--- src/design/block_bump_allocator_unit_macros.svh ---
// ----------------------------------------------------------------------------
// Block bump allocator: assertion macros
// Shared concurrent assertion forms, clocked on clk, disabled in reset.
// ----------------------------------------------------------------------------
`ifndef BLOCK_BUMP_ALLOCATOR_UNIT_MACROS_SVH
`define BLOCK_BUMP_ALLOCATOR_UNIT_MACROS_SVH

// same-cycle implication
`define BBA_ASSERT_IMP(lbl, ante, cons, msg) \
	lbl: assert property (@(posedge clk) disable iff (!arst_n) (ante) |-> (cons)) \
		else $error(msg);

// next-cycle implication
`define BBA_ASSERT_NXT(lbl, ante, cons, msg) \
	lbl: assert property (@(posedge clk) disable iff (!arst_n) (ante) |=> (cons)) \
		else $error(msg);

`endif

--- src/design/bba_pkg.sv ---
// ----------------------------------------------------------------------------
// Block bump allocator package
// Widths, codes and the command/status bundles between controller and datapath.
// ----------------------------------------------------------------------------
`timescale 1ns / 1ps

package bba_pkg;

	localparam int MAX_BLOCKS  = 256;
	localparam int MAX_RUN_DEF = 16;

	localparam int ADDR_W = 8;   // header store address
	localparam int TOP_W  = 9;   // top index, 0..MAX_BLOCKS
	localparam int CFG_W  = 9;
	localparam int SIZE_W = 16;
	localparam int HDR_W  = 6;
	localparam int RUN_W  = 5;   // block count of one allocation, 1..16
	localparam int IDX_W  = 4;   // block offset inside one allocation
	localparam int ACC_W  = 17;
	localparam int ST_W   = 2;

	localparam logic [CFG_W-1:0] BLOCK_BYTES_RST = 9'd16;
	localparam logic [CFG_W-1:0] BLOCK_COUNT_RST = 9'd0;

	// register indexes
	localparam logic REG_BLOCK_BYTES = 1'b0;
	localparam logic REG_BLOCK_COUNT = 1'b1;

	// request kinds
	localparam logic KIND_ALLOC = 1'b0;
	localparam logic KIND_FREE  = 1'b1;

	// result status codes
	localparam logic [ST_W-1:0] ST_OK     = 2'd0;
	localparam logic [ST_W-1:0] ST_SIZE   = 2'd1;
	localparam logic [ST_W-1:0] ST_SPACE  = 2'd2;
	localparam logic [ST_W-1:0] ST_HANDLE = 2'd3;

	// header bits: [0] free, [1] extended, [5:2] extra block count
	localparam logic [HDR_W-1:0] HDR_FREE = 6'b000001;

	typedef logic [ST_W-1:0] status_t;

	typedef struct packed {
		logic    load;
		logic    div_init;
		logic    div_step;
		logic    alloc_wr;
		logic    alloc_commit;
		logic    rd_handle;
		logic    rd_pos;
		logic    free_top;
		logic    free_mark;
		logic    walk_step;
		logic    walk_commit;
		logic    finish;
		status_t status;
	} dp_cmd_t;

	typedef struct packed {
		logic kind;
		logic size_zero;
		logic no_room;
		logic div_reached;
		logic n_at_max;
		logic n_over_room;
		logic handle_bad;
		logic is_top;
		logic alloc_last;
		logic walk_end;
		logic walk_over;
	} dp_stat_t;

endpackage

--- src/design/bba_dp.sv ---
// ----------------------------------------------------------------------------
// Block bump allocator datapath
// Config registers, header store, top index, block-count divider and walk
// registers; moves on controller commands and on config writes.
// ----------------------------------------------------------------------------
`timescale 1ns / 1ps
`include "block_bump_allocator_unit_macros.svh"

module bba_dp #(
	parameter int MAX_RUN = bba_pkg::MAX_RUN_DEF
) (
	input  logic                          clk,
	input  logic                          arst_n,
	input  logic                          cfg_we,
	input  logic                          cfg_index,
	input  logic [bba_pkg::CFG_W-1:0]     cfg_data,
	input  logic                          kind,
	input  logic [bba_pkg::SIZE_W-1:0]    alloc_size,
	input  logic [bba_pkg::ADDR_W-1:0]    handle,
	input  logic                          handle_valid,
	input  bba_pkg::dp_cmd_t              cmd,
	output bba_pkg::dp_stat_t             stat,
	output logic                          done,
	output logic [bba_pkg::ST_W-1:0]      status,
	output logic [bba_pkg::ADDR_W-1:0]    block_index,
	output logic [bba_pkg::TOP_W-1:0]     top_index
);

	localparam int ADDR_W = bba_pkg::ADDR_W;
	localparam int TOP_W  = bba_pkg::TOP_W;
	localparam int HDR_W  = bba_pkg::HDR_W;
	localparam int RUN_W  = bba_pkg::RUN_W;
	localparam int IDX_W  = bba_pkg::IDX_W;
	localparam int ACC_W  = bba_pkg::ACC_W;
	localparam int NBLK   = bba_pkg::MAX_BLOCKS;

	// config and control state
	logic [bba_pkg::CFG_W-1:0] bb_q, bc_q;
	logic [TOP_W-1:0]          top_q;
	logic                      done_q;
	logic [NBLK-1:0]           vld_q;
	logic                      rd_vld_q;

	// request and work registers
	logic                       kind_q;
	logic [bba_pkg::SIZE_W-1:0] size_q;
	logic [ADDR_W-1:0]          handle_q;
	logic                       hvalid_q;
	logic [ACC_W-1:0]           acc_q;
	logic [RUN_W-1:0]           n_q;
	logic [IDX_W-1:0]           i_q;
	logic [TOP_W-1:0]           pos_q, run_q;
	logic [ADDR_W-1:0]          head_q;
	bba_pkg::status_t           status_q;
	logic [ADDR_W-1:0]          bidx_q;
	logic [TOP_W-1:0]           topo_q;

	logic [HDR_W-1:0] hdr_mem [NBLK];
	logic [HDR_W-1:0] rd_hdr_q;

	logic [TOP_W-1:0]  cnt, payload, remain;
	logic [HDR_W-1:0]  hdr;
	logic [RUN_W-1:0]  blk, n_m1;
	logic              wr_en, rd_en;
	logic [ADDR_W-1:0] wr_addr, rd_addr;
	logic [HDR_W-1:0]  wr_data;

	assign cnt     = (bc_q > TOP_W'(NBLK)) ? TOP_W'(NBLK) : bc_q;
	assign payload = bb_q - TOP_W'(1);
	assign remain  = cnt - top_q;
	// entries never written since the last clear read as zero
	assign hdr     = rd_vld_q ? rd_hdr_q : '0;
	assign blk     = {1'b0, hdr[5:2]} + RUN_W'(1);
	assign n_m1    = n_q - RUN_W'(1);

	assign stat.kind        = kind_q;
	assign stat.size_zero   = (size_q == '0);
	assign stat.no_room     = (bb_q < 9'd2) || (top_q >= cnt);
	assign stat.div_reached = (acc_q >= {1'b0, size_q});
	assign stat.n_at_max    = (n_q == RUN_W'(MAX_RUN));
	assign stat.n_over_room = ({4'b0, n_q} > remain);
	assign stat.handle_bad  = !hvalid_q || ({1'b0, handle_q} >= top_q);
	assign stat.is_top      = (({2'b0, handle_q} + {5'b0, blk}) == {1'b0, top_q});
	assign stat.alloc_last  = ({1'b0, i_q} == n_m1);
	assign stat.walk_end    = (pos_q >= top_q);
	assign stat.walk_over   = (({1'b0, pos_q} + {5'b0, blk}) > {1'b0, top_q});

	assign wr_en   = cmd.alloc_wr | cmd.free_top | cmd.free_mark;
	assign rd_en   = cmd.rd_handle | cmd.rd_pos;
	assign rd_addr = cmd.rd_pos ? pos_q[ADDR_W-1:0] : handle_q;

	always_comb begin
		wr_addr = handle_q;
		wr_data = hdr | bba_pkg::HDR_FREE;
		if (cmd.alloc_wr) begin
			wr_addr = top_q[ADDR_W-1:0] + ADDR_W'(i_q);
			// head gets its run length, the extra blocks are cleared
			wr_data = (i_q == '0) ? {n_m1[3:0], (n_q > RUN_W'(1)), 1'b0} : '0;
		end else if (cmd.free_top) begin
			wr_data = bba_pkg::HDR_FREE;
		end
	end

	// header store
	always_ff @(posedge clk) begin
		if (wr_en)
			hdr_mem[wr_addr] <= wr_data;
		if (rd_en)
			rd_hdr_q <= hdr_mem[rd_addr];
	end

	always_ff @(posedge clk or negedge arst_n) begin
		if (!arst_n) begin
			bb_q     <= bba_pkg::BLOCK_BYTES_RST;
			bc_q     <= bba_pkg::BLOCK_COUNT_RST;
			top_q    <= '0;
			vld_q    <= '0;
			rd_vld_q <= 1'b0;
			done_q   <= 1'b0;
		end else begin
			done_q <= cmd.finish;
			if (rd_en)
				rd_vld_q <= vld_q[rd_addr];
			if (cfg_we) begin
				if (cfg_index == bba_pkg::REG_BLOCK_BYTES)
					bb_q <= cfg_data;
				else
					bc_q <= cfg_data;
				top_q <= '0;
				vld_q <= '0;
			end else begin
				if (wr_en)
					vld_q[wr_addr] <= 1'b1;
				if (cmd.alloc_commit)
					top_q <= top_q + TOP_W'(n_q);
				else if (cmd.free_top)
					top_q <= {1'b0, handle_q};
				else if (cmd.walk_commit)
					top_q <= top_q - run_q;
			end
		end
	end

	always_ff @(posedge clk) begin
		if (cmd.load) begin
			kind_q   <= kind;
			size_q   <= alloc_size;
			handle_q <= handle;
			hvalid_q <= handle_valid;
			head_q   <= '0;
		end
		// ceil division by repeated addition of the block payload
		if (cmd.div_init) begin
			acc_q <= ACC_W'(payload);
			n_q   <= RUN_W'(1);
			i_q   <= '0;
		end else if (cmd.div_step) begin
			acc_q <= acc_q + ACC_W'(payload);
			n_q   <= n_q + RUN_W'(1);
		end
		if (cmd.alloc_wr)
			i_q <= i_q + IDX_W'(1);
		if (cmd.alloc_commit)
			head_q <= top_q[ADDR_W-1:0];
		if (cmd.free_top) begin
			pos_q <= '0;
			run_q <= '0;
		end else if (cmd.walk_step) begin
			pos_q <= pos_q + TOP_W'(blk);
			run_q <= hdr[0] ? run_q + TOP_W'(blk) : '0;
		end
		if (cmd.finish) begin
			status_q <= cmd.status;
			bidx_q   <= head_q;
			topo_q   <= top_q;
		end
	end

	assign done        = done_q;
	assign status      = status_q;
	assign block_index = bidx_q;
	assign top_index   = topo_q;

	`BBA_ASSERT_IMP(a_top_in_range, 1'b1, top_q <= cnt, "top index above usable block count")
	`BBA_ASSERT_NXT(a_done_single, done_q, !done_q, "result strobe held for more than one cycle")
	`BBA_ASSERT_IMP(a_err_no_index, done_q && (status_q != bba_pkg::ST_OK), bidx_q == '0, "block index not zero on error")

endmodule

--- src/design/bba_ctrl.sv ---
// ----------------------------------------------------------------------------
// Block bump allocator controller
// Sequences check, division, header writes and the free walk.
// ----------------------------------------------------------------------------
`timescale 1ns / 1ps

module bba_ctrl (
	input  logic              clk,
	input  logic              arst_n,
	input  logic              start,
	output logic              busy,
	input  bba_pkg::dp_stat_t stat,
	output bba_pkg::dp_cmd_t  cmd
);

	localparam logic [3:0] S_IDLE  = 4'd0;
	localparam logic [3:0] S_CHECK = 4'd1;
	localparam logic [3:0] S_DIV   = 4'd2;
	localparam logic [3:0] S_AWR   = 4'd3;
	localparam logic [3:0] S_FEVAL = 4'd4;
	localparam logic [3:0] S_WRD   = 4'd5;
	localparam logic [3:0] S_WEV   = 4'd6;
	localparam logic [3:0] S_DONE  = 4'd7;

	logic [3:0]       state_q, state_d;
	bba_pkg::status_t st_q, st_d;

	always_comb begin
		state_d    = state_q;
		st_d       = st_q;
		cmd        = '0;
		cmd.status = st_q;
		case (state_q)
			S_IDLE: begin
				if (start) begin
					cmd.load = 1'b1;
					state_d  = S_CHECK;
				end
			end
			S_CHECK: begin
				if (stat.kind == bba_pkg::KIND_ALLOC) begin
					if (stat.size_zero) begin
						st_d    = bba_pkg::ST_SIZE;
						state_d = S_DONE;
					end else if (stat.no_room) begin
						st_d    = bba_pkg::ST_SPACE;
						state_d = S_DONE;
					end else begin
						cmd.div_init = 1'b1;
						state_d      = S_DIV;
					end
				end else if (stat.handle_bad) begin
					st_d    = bba_pkg::ST_HANDLE;
					state_d = S_DONE;
				end else begin
					cmd.rd_handle = 1'b1;
					state_d       = S_FEVAL;
				end
			end
			S_DIV: begin
				if (stat.div_reached) begin
					if (stat.n_over_room) begin
						st_d    = bba_pkg::ST_SPACE;
						state_d = S_DONE;
					end else begin
						state_d = S_AWR;
					end
				end else if (stat.n_at_max) begin
					st_d    = bba_pkg::ST_SPACE;
					state_d = S_DONE;
				end else begin
					cmd.div_step = 1'b1;
				end
			end
			S_AWR: begin
				cmd.alloc_wr = 1'b1;
				if (stat.alloc_last) begin
					cmd.alloc_commit = 1'b1;
					st_d             = bba_pkg::ST_OK;
					state_d          = S_DONE;
				end
			end
			S_FEVAL: begin
				// topmost allocation: drop top, then walk for trailing free runs
				if (stat.is_top) begin
					cmd.free_top = 1'b1;
					state_d      = S_WRD;
				end else begin
					cmd.free_mark = 1'b1;
					st_d          = bba_pkg::ST_OK;
					state_d       = S_DONE;
				end
			end
			S_WRD: begin
				if (stat.walk_end) begin
					cmd.walk_commit = 1'b1;
					st_d            = bba_pkg::ST_OK;
					state_d         = S_DONE;
				end else begin
					cmd.rd_pos = 1'b1;
					state_d    = S_WEV;
				end
			end
			S_WEV: begin
				if (stat.walk_over) begin
					cmd.walk_commit = 1'b1;
					st_d            = bba_pkg::ST_OK;
					state_d         = S_DONE;
				end else begin
					cmd.walk_step = 1'b1;
					state_d       = S_WRD;
				end
			end
			S_DONE: begin
				cmd.finish = 1'b1;
				state_d    = S_IDLE;
			end
			default: begin
				state_d = S_IDLE;
			end
		endcase
	end

	always_ff @(posedge clk or negedge arst_n) begin
		if (!arst_n) begin
			state_q <= S_IDLE;
			st_q    <= bba_pkg::ST_OK;
		end else begin
			state_q <= state_d;
			st_q    <= st_d;
		end
	end

	assign busy = (state_q != S_IDLE);

endmodule

--- src/design/block_bump_allocator_unit.sv ---
// ----------------------------------------------------------------------------
// Block bump allocator unit
// Bump allocator over fixed blocks with one-byte headers; handles allocate
// and free requests against a header store and a top index.
// ----------------------------------------------------------------------------
//  channel  | handshake              | payload
//  ---------+------------------------+-----------------------------------------
//  request  | start, busy            | kind, alloc_size, handle, handle_valid
//  result   | done (one-cycle pulse) | status, block_index, top_index
//  config   | cfg_we, cfg_index      | cfg_data
//
//  One request at a time; busy is high from the accepting edge until the
//  result strobe. Allocate: q division steps (n - 1, with n at most
//  MAX_RUN) and n header writes; a reject at the size check does neither.
//  Free: a bad handle is rejected, a plain free marks its head free;
//  freeing the topmost run walks the heads from block 0 to the top or an overrunning head.
//  Reset and any config write empty the store at once; results cannot stall.
// ----------------------------------------------------------------------------
`timescale 1ns / 1ps

module block_bump_allocator_unit #(
	parameter int MAX_RUN = bba_pkg::MAX_RUN_DEF
) (
	input  logic                          clk,
	input  logic                          arst_n,
	input  logic                          start,
	output logic                          busy,
	input  logic                          kind,
	input  logic [bba_pkg::SIZE_W-1:0]    alloc_size,
	input  logic [bba_pkg::ADDR_W-1:0]    handle,
	input  logic                          handle_valid,
	output logic                          done,
	output logic [bba_pkg::ST_W-1:0]      status,
	output logic [bba_pkg::ADDR_W-1:0]    block_index,
	output logic [bba_pkg::TOP_W-1:0]     top_index,
	input  logic                          cfg_we,
	input  logic                          cfg_index,
	input  logic [bba_pkg::CFG_W-1:0]     cfg_data
);

	bba_pkg::dp_cmd_t  cmd;
	bba_pkg::dp_stat_t stat;

	bba_ctrl u_ctrl (
		.clk    (clk),
		.arst_n (arst_n),
		.start  (start),
		.busy   (busy),
		.stat   (stat),
		.cmd    (cmd)
	);

	bba_dp #(
		.MAX_RUN (MAX_RUN)
	) u_dp (
		.clk          (clk),
		.arst_n       (arst_n),
		.cfg_we       (cfg_we),
		.cfg_index    (cfg_index),
		.cfg_data     (cfg_data),
		.kind         (kind),
		.alloc_size   (alloc_size),
		.handle       (handle),
		.handle_valid (handle_valid),
		.cmd          (cmd),
		.stat         (stat),
		.done         (done),
		.status       (status),
		.block_index  (block_index),
		.top_index    (top_index)
	);

endmodule
--- config.mk ---
export PLATFORM = sky130hd
export DESIGN_NAME = block_bump_allocator_unit
export DESIGN_NICKNAME = d
export VERILOG_FILES = /design/src/design/bba_pkg.sv /design/src/design/bba_dp.sv /design/src/design/bba_ctrl.sv /design/src/design/block_bump_allocator_unit.sv
export VERILOG_INCLUDE_DIRS = /design/src /design/src/design
export SDC_FILE = /design/constraint.sdc
export NUM_CORES = 2
export LEC_CHECK = 0
export BUFFER_PORTS_ARGS = -buffer_cell sky130_fd_sc_hd__buf_2
export CAP_MARGIN = 20
export CORE_MARGIN = 4
export CORE_UTILIZATION = 39
export CTS_BUF_LIST = sky130_fd_sc_hd__clkbuf_4
export DETAILED_ROUTE_END_ITERATION = 16
export REMOVE_ABC_BUFFERS = 1
export SYNTH_ARGS = -nofsm -noshare
export SYNTH_HDL_FRONTEND = slang
export SYNTH_SLANG_ARGS = --single-unit
export TNS_END_PERCENT = 50
--- constraint.sdc ---
create_clock -name clk -period 15.43 [get_ports clk]
set_input_delay 3.086 -clock clk [delete_from_list [all_inputs] [get_ports clk]]
set_output_delay 3.086 -clock clk [all_outputs]
set_load 0.01 [all_outputs]
# == Word-level counts from Yosys, hierarchy flattened ==
# Memory sizes are Yosys's and may differ from the RTL's. A register that Yosys moved wholly into a read port is not among the register bits.
# Cells that the tools add are included.
# word_totals
n_memories,1
input_bits,40
ff_bits,388
ram_bits,1536
# classes
n_mux,76
magnitude_cmp,12
n_bitwise,5
n_eq_ne,19
reduce_logical,18
add_sub_neg,14
# memory_table
memory,depth,width,read_ports,rd_clocked_by_memory_dff,write_ports,line,rtl
u_dp.hdr_mem,256,6,1,1,1,bba_dp.sv:58,logic [HDR_W-1:0] hdr_mem [NBLK];
# ops
cell,count
$mux W256,2
$or A256 B256 Y256,1
$mux W9,8
$mux W2,16
$mux W4,8
$mux W8,4
$pmux W4 S7,1
$add A9 B5 Y9,3
$mux W1,27
$mux W6,4
$ge A9 B9 Y1,2
$lt A8 B9 Y1 const B,2
$sub A9 B9 Y9,2
$add A17 B9 Y17,1
$ge A17 B16 Y1,1
$eq A4 B3 Y1 const B,4
$logic_not A16 Y1,1
$pmux W2 S6,1
$add A9 B5 Y10,1
$eq A10 B9 Y1,1
$gt A10 B9 Y1,1
$ne A2 B2 Y1 const B,5
$add A8 B5 Y9,1
$ge A8 B9 Y1,1
other kinds (33),46

# == Logic depth before layout (Yosys ltp) ==
# logic_depth
word_depth,12
depth_mapped,21

# == Hierarchy ==
# From an unflattened synthesis, not the netlist that was laid out.
# unflattened
cells_unflattened,4742
hier_area_um2,70883.0
# by_module_without_submodules
mod,instances,area_each_um2,cells_each
bba_dp,1,70357.5,4677
bba_ctrl,1,525.5,65

# == Worst setup path before layout ==
# Ideal clock, no wire load.
# synth_timing
path_kind,reg-to-reg
start,register u_dp.rd_vld_q
end,"memory u_dp.hdr_mem[0][5], data pin"
n_path_buf,1
stages_incl_launch_ff,17
arrival_time_ps,9668
slack_ps,4176
setup_ps,1586
required_time_ps,13844
cell_sequence,dfrtp_1 > clkbuf_1 > nand2_1 > inv_1 > ha_1 > inv_1 > fa_1 > nor2b_1 > o21ai_1 > a21boi_1 > o21ai_0 > a211oi_1 > a211o_1 > a221oi_1 > nand2_1 > nand2_1 > o22ai_1
# synth_via
elab_chain_cells,8
# synth_rtl
element,line,rtl
"start, declared",bba_dp.sv:42,logic rd_vld_q;
"start signal, assigned",bba_dp.sv:123,rd_vld_q <= vld_q[rd_addr];
$mux W6 *,bba_dp.sv:72,assign hdr = rd_vld_q ? rd_hdr_q : '0;
$add A4 B1 Y5,bba_dp.sv:73,"assign blk = {1'b0, hdr[5:2]} + RUN_W'(1);"
$add A8 B5 Y9,bba_dp.sv:83,"assign stat.is_top = (({2'b0, handle_q} + {5'b0, blk}) == {1'b0, top_q});"
$eq A10 B9 Y1,bba_dp.sv:83,
$mux W1,bba_ctrl.sv:85,if (stat.is_top) begin
$mux W2,bba_ctrl.sv:33,case (state_q)
$mux W6 *,bba_dp.sv:99,end else if (cmd.free_top) begin
$mux W6 *,bba_dp.sv:95,if (cmd.alloc_wr) begin
named net u_dp.wr_data[5],bba_dp.sv:66,logic [HDR_W-1:0] wr_data;
"end, declared",bba_dp.sv:58,
# The timed path passes the listed nets; every way through them passes the cells marked *.

# == Final worst setup path ==
# layout_timing
start,register u_dp.top_q[1]
end,"register u_dp.rd_hdr_q[0], read port of u_dp.hdr_mem, data pin"
# layout_via
elab_chain_cells,6
# layout_rtl
element,line,rtl
"start, declared",bba_dp.sv:39,logic [TOP_W-1:0] top_q;
"start signal, assigned",bba_dp.sv:135,top_q <= top_q + TOP_W'(n_q);
"start signal, assigned",bba_dp.sv:137,"top_q <= {1'b0, handle_q};"
"start signal, assigned",bba_dp.sv:139,top_q <= top_q - run_q;
$ge A8 B9 Y1,bba_dp.sv:82,"assign stat.handle_bad = !hvalid_q || ({1'b0, handle_q} >= top_q);"
$logic_or A1 B1 Y1,bba_dp.sv:82,
$mux W1,bba_ctrl.sv:52,end else if (stat.handle_bad) begin
$mux W1,bba_ctrl.sv:41,if (stat.kind == bba_pkg::KIND_ALLOC) begin
$mux W1,bba_ctrl.sv:33,
$or A1 B1 Y1,bba_dp.sv:89,assign rd_en = cmd.rd_handle | cmd.rd_pos;
"end, declared",bba_dp.sv:59,logic [HDR_W-1:0] rd_hdr_q;
# Several ways; a longest one is shown, not always the timed one.
# A chain may end at the register's enable or synchronous reset.

==> impl_metrics.json <==
{
  "status": "complete, no violations",
  "vias": 51300,
  "drive_gt1_share_pct": 14.6,
  "vdd_drop_max_mv": 0.221,
  "synth_edf_count": 1351,
  "r2r-end": "u_dp.rd_hdr_q[0]$_DFFE_PP_",
  "num_io_pins": 61,
  "power_frac_seq_pct": 39.9,
  "die_x_microns": 436,
  "drt_iter0_drc": 5827,
  "period_minus_slack_ps": 7580,
  "grt_start_max_net_pins": 231,
  "pwr_density_cell_nw_per_um2": 179,
  "maxCapViolCount": 0,
  "initial_core_util_pct": 39.4,
  "wl_microns": 217000,
  "setup_viol": 0,
  "clk_path_buf_depth": 4,
  "cts_root_buf": "clkbuf_4",
  "nFillCells": 17000,
  "synth.area.top_cells": "edfxtp_1 57%, dfrtp_1 10%, nand2_1 8.2%",
  "r2r_setup_slack_ps": 7850,
  "cp.arrival_ps": 8780,
  "power.share.clock_pct": 27.5,
  "power.internal_mw": 9.02,
  "utilization_pct": 44.1,
  "rsz0062_at_grt": "false",
  "clk-insertion-delay-late_ps": 1370,
  "overflow": 0,
  "p_sw_mw": 5.31,
  "synthArstFlopShare_pct": 17.3,
  "fmax_mhz": 132,
  "wire_per_inst_microns": 23.6,
  "final.period_utilization_pct": 49.1,
  "cts_sinks": 1672,
  "viasPerCell": 5.58,
  "synth_top_area_share_pct": 56.7,
  "rr_startpoint": "u_dp.top_q[1]$_DFFE_PN0P_",
  "syn-cell-area_sq_um": 71600,
  "worstSetupStartpointType": "flip-flop",
  "hold_depth": 0,
  "slew_viol_final": 0,
  "cp-end-kind": "flip-flop",
  "crit_required_ps": 16630,
  "place_congestion": 0.896,
  "dr.pass1.iters": 6,
  "layout.nets": 6614,
  "yosysSeqAreaShare_pct": 67.7,
  "grt_pass1_wl_microns": 322000,
  "combPwrFrac_pct": 32.5,
  "hold_viol": 0,
  "rr_worst_depth": 17,
  "cts_tree": "yes",
  "h-tree-depth": 5,
  "path_max_fanout": 65,
  "layout_commonest_cell": "nand2_1",
  "cts.clk_slew.worst_paths_ps": 60,
  "postCtsSetupBuffers": 0,
  "whs_endpoint": "u_dp.block_index[4]$_DFFE_PP_",
  "max_slew_margin_pct": 15.6,
  "post_cts_resized": 0,
  "syn2layout_area_growth_pct": 11.9,
  "synth_area_per_cell_sq_um": 11.5,
  "synthCells": 6239,
  "ys_types": 78,
  "layout_common_cells": "1562 x nand2_1, 1351 x edfxtp_1, 795 x nor2_1, 720 x clkbuf_4, 289 x dfrtp_1",
  "route.detailed.drc": 0,
  "holdCritPathClass": "flip-flop to flip-flop",
  "yosysTopAreaCell": "edfxtp_1",
  "dp_hpwl_microns": 129000,
  "synth_ff_type": "edfxtp_1",
  "cts_hold_buf": 0,
  "cts_made_buffers": 440,
  "grt_antenna_before_repair": 10,
  "placeableCoreArea_sq_um": 182000,
  "num_rows": 156,
  "ant_nets": 0,
  "grt_pass1_vias": 49900,
  "criticalPathCategory": "flip-flop to flip-flop",
  "ys_warn_count": 0,
  "grt.total_usage_pct": 22.2,
  "die_area_sq_um": 190000,
  "ys_seq_elements": 1672,
  "skew_ps": 125,
  "worst_slew_pin_slew_ps": 1270,
  "min_from": "u_dp.head_q[4]$_SDFFCE_PN0P_",
  "io_buffer_count": 60,
  "die_h_microns": 436,
  "cellLeakagePower_nw": 30.2,
  "p_sw_share_pct": 37.1,
  "whs_ps": 419
}
-- cell families after synthesis --
kind of cell / count (synthesis) / share of synthesized area [%]
buffers and inverters: 458 / 2.76
adders and majority gates: 113 / 2.06
xor gates and xnor gates: 79 / 0.967
muxes: 84 / 1.32
and+or+nand+nor: 2997 / 17.7
DFF: 1672 / 67.7
AOI/OAI and AO/OA: 836 / 7.49
-- metrics by stage --
stage | total power [mW] | setup TNS [ps] | worst slack (ps) | instance area (sq um) | std cells
3_5_place_dp | 10.4 | 0 | 8030 | 74200 | 8389
4_1_cts | 14.4 | 0 | 7980 | 80000 | 9190
5_1_grt | 15.0 | 0 | 7400 | 80000 | 9192
3_3_place_gp | 10.3 | 0 | 8040 | 74200 | 8382
2_1_floorplan | 9.37 | -32430 | -6640 | 69900 | 5859
6_report | 14.3 | 0 | 7850 | 80000 | 9195
-- Yosys cell counts (8+ instances only) --
cell type and number:
a2111oi_0 8, a211oi_1 12, a21o_1 36, a21oi_1 161, a31oi_1 281, and2_1 9, and3_1 284, buf_1 26
buf_2 115, buf_4 22, clkbuf_1 213, dfrtp_1 289, dfxtp_1 31, edfxtp_1 1351, fa_1 8, ha_1 105
inv_1 76, mux2_2 28, mux2i_1 48, nand2_1 1562, nand2b_1 13, nand3_1 169, nand4_1 19, nor2_1 795
nor2b_1 30, nor3_1 28, nor4_1 43, o21a_1 14, o21ai_0 50, o21ai_1 8, o21ba_2 30, o22ai_1 152
o41ai_1 11, or3_1 8, or4_1 18, xnor2_1 49, xor2_1 30
-- metal layers --
layer	vias up	wire length [microns]	track usage (%)
li1	23000	-	-
met1	25400	88600	30.2
met2	2451	100000	34.9
met3	472	19700	4.74
met4	2	8240	9.05
met5	-	13	0
-- worst max-delay path by stage --
| stage | from | to | slack, ps | depth (start not counted) |
|---|---|---|---|---|
| after CTS | u_dp.top_q[1]$_DFFE_PN0P_ | u_dp.rd_hdr_q[0]$_DFFE_PP_ | 7980 | 17 |
| after floorplan | u_dp.top_q[1]$_DFFE_PN0P_ | u_dp.rd_vld_q$_DFFE_PN0P_ | -6640 | 14 |
| after global routing | u_dp.top_q[1]$_DFFE_PN0P_ | u_dp.rd_hdr_q[5]$_DFFE_PP_ | 7400 | 17 |
| after detailed placement | u_dp.top_q[1]$_DFFE_PN0P_ | u_dp.rd_hdr_q[5]$_DFFE_PP_ | 8030 | 17 |
| final | u_dp.top_q[1]$_DFFE_PN0P_ | u_dp.rd_hdr_q[0]$_DFFE_PP_ | 7850 | 17 |
| after global placement | u_dp.top_q[1]$_DFFE_PN0P_ | u_dp.rd_hdr_q[0]$_DFFE_PP_ | 8040 | 17 |
-- power groups by stage --
stage | registers (mW) | clock network (mW) | logic (mW)
floorplan | 5.97 | 0 | 3.40
global placement | 5.81 | 0 | 4.54
detailed placement | 5.81 | 0 | 4.61
CTS | 5.71 | 4.02 | 4.63
global route | 5.73 | 4.29 | 5.00
finish | 5.72 | 3.94 | 4.66
-- state kept, by name (all words and copies together), names as in the netlist, 2 cells and up --
signal and flops:
u_dp.vld_q 256, u_dp.top_index 9, u_ctrl.state_q 3, u_dp.block_index 8
u_dp.head_q 8, u_dp.acc_q 17, u_dp.run_q 9, u_dp.bb_q 9
u_dp.status 2, u_dp.rd_hdr_q 5, u_ctrl.st_q 2, u_dp.n_q 5
u_dp.size_q 16, u_dp.handle_q 8, u_dp.i_q 4, u_dp.bc_q 9
u_dp.top_q 9, u_dp.hdr_mem 1280, u_dp.pos_q 9
-- worst max-delay path, stage by stage (launching register included) --
cell and delay (ps):
dfrtp_1 720, inv_1 230, ha_1 340, nand4_1 90, o221ai_1 290, a211o_2 770, mux2i_4 340, buf_4 640
buf_4 650, buf_4 720, nand2_1 100, and3_1 200, a31oi_1 210, o22ai_1 160, o41ai_1 950, o21ai_0 460
mux2i_1 250, mux2_2 180
-- area by class of cell --
class                           instances  area [sq um]  area share, %
Multi-Input combinational cell       4109         21300           26.7
Clock inverter                         81           377          0.471
Timing Repair Buffer                  160          1180           1.47
Antenna cell                            5          12.5         0.0156
Tap cell                             2370          2970           3.71
Inverter                               78           300          0.375
Sequential cell                      1672         48400           60.5
Clock buffer                          720          5410           6.75
Power figures use the tool's default switching activity.
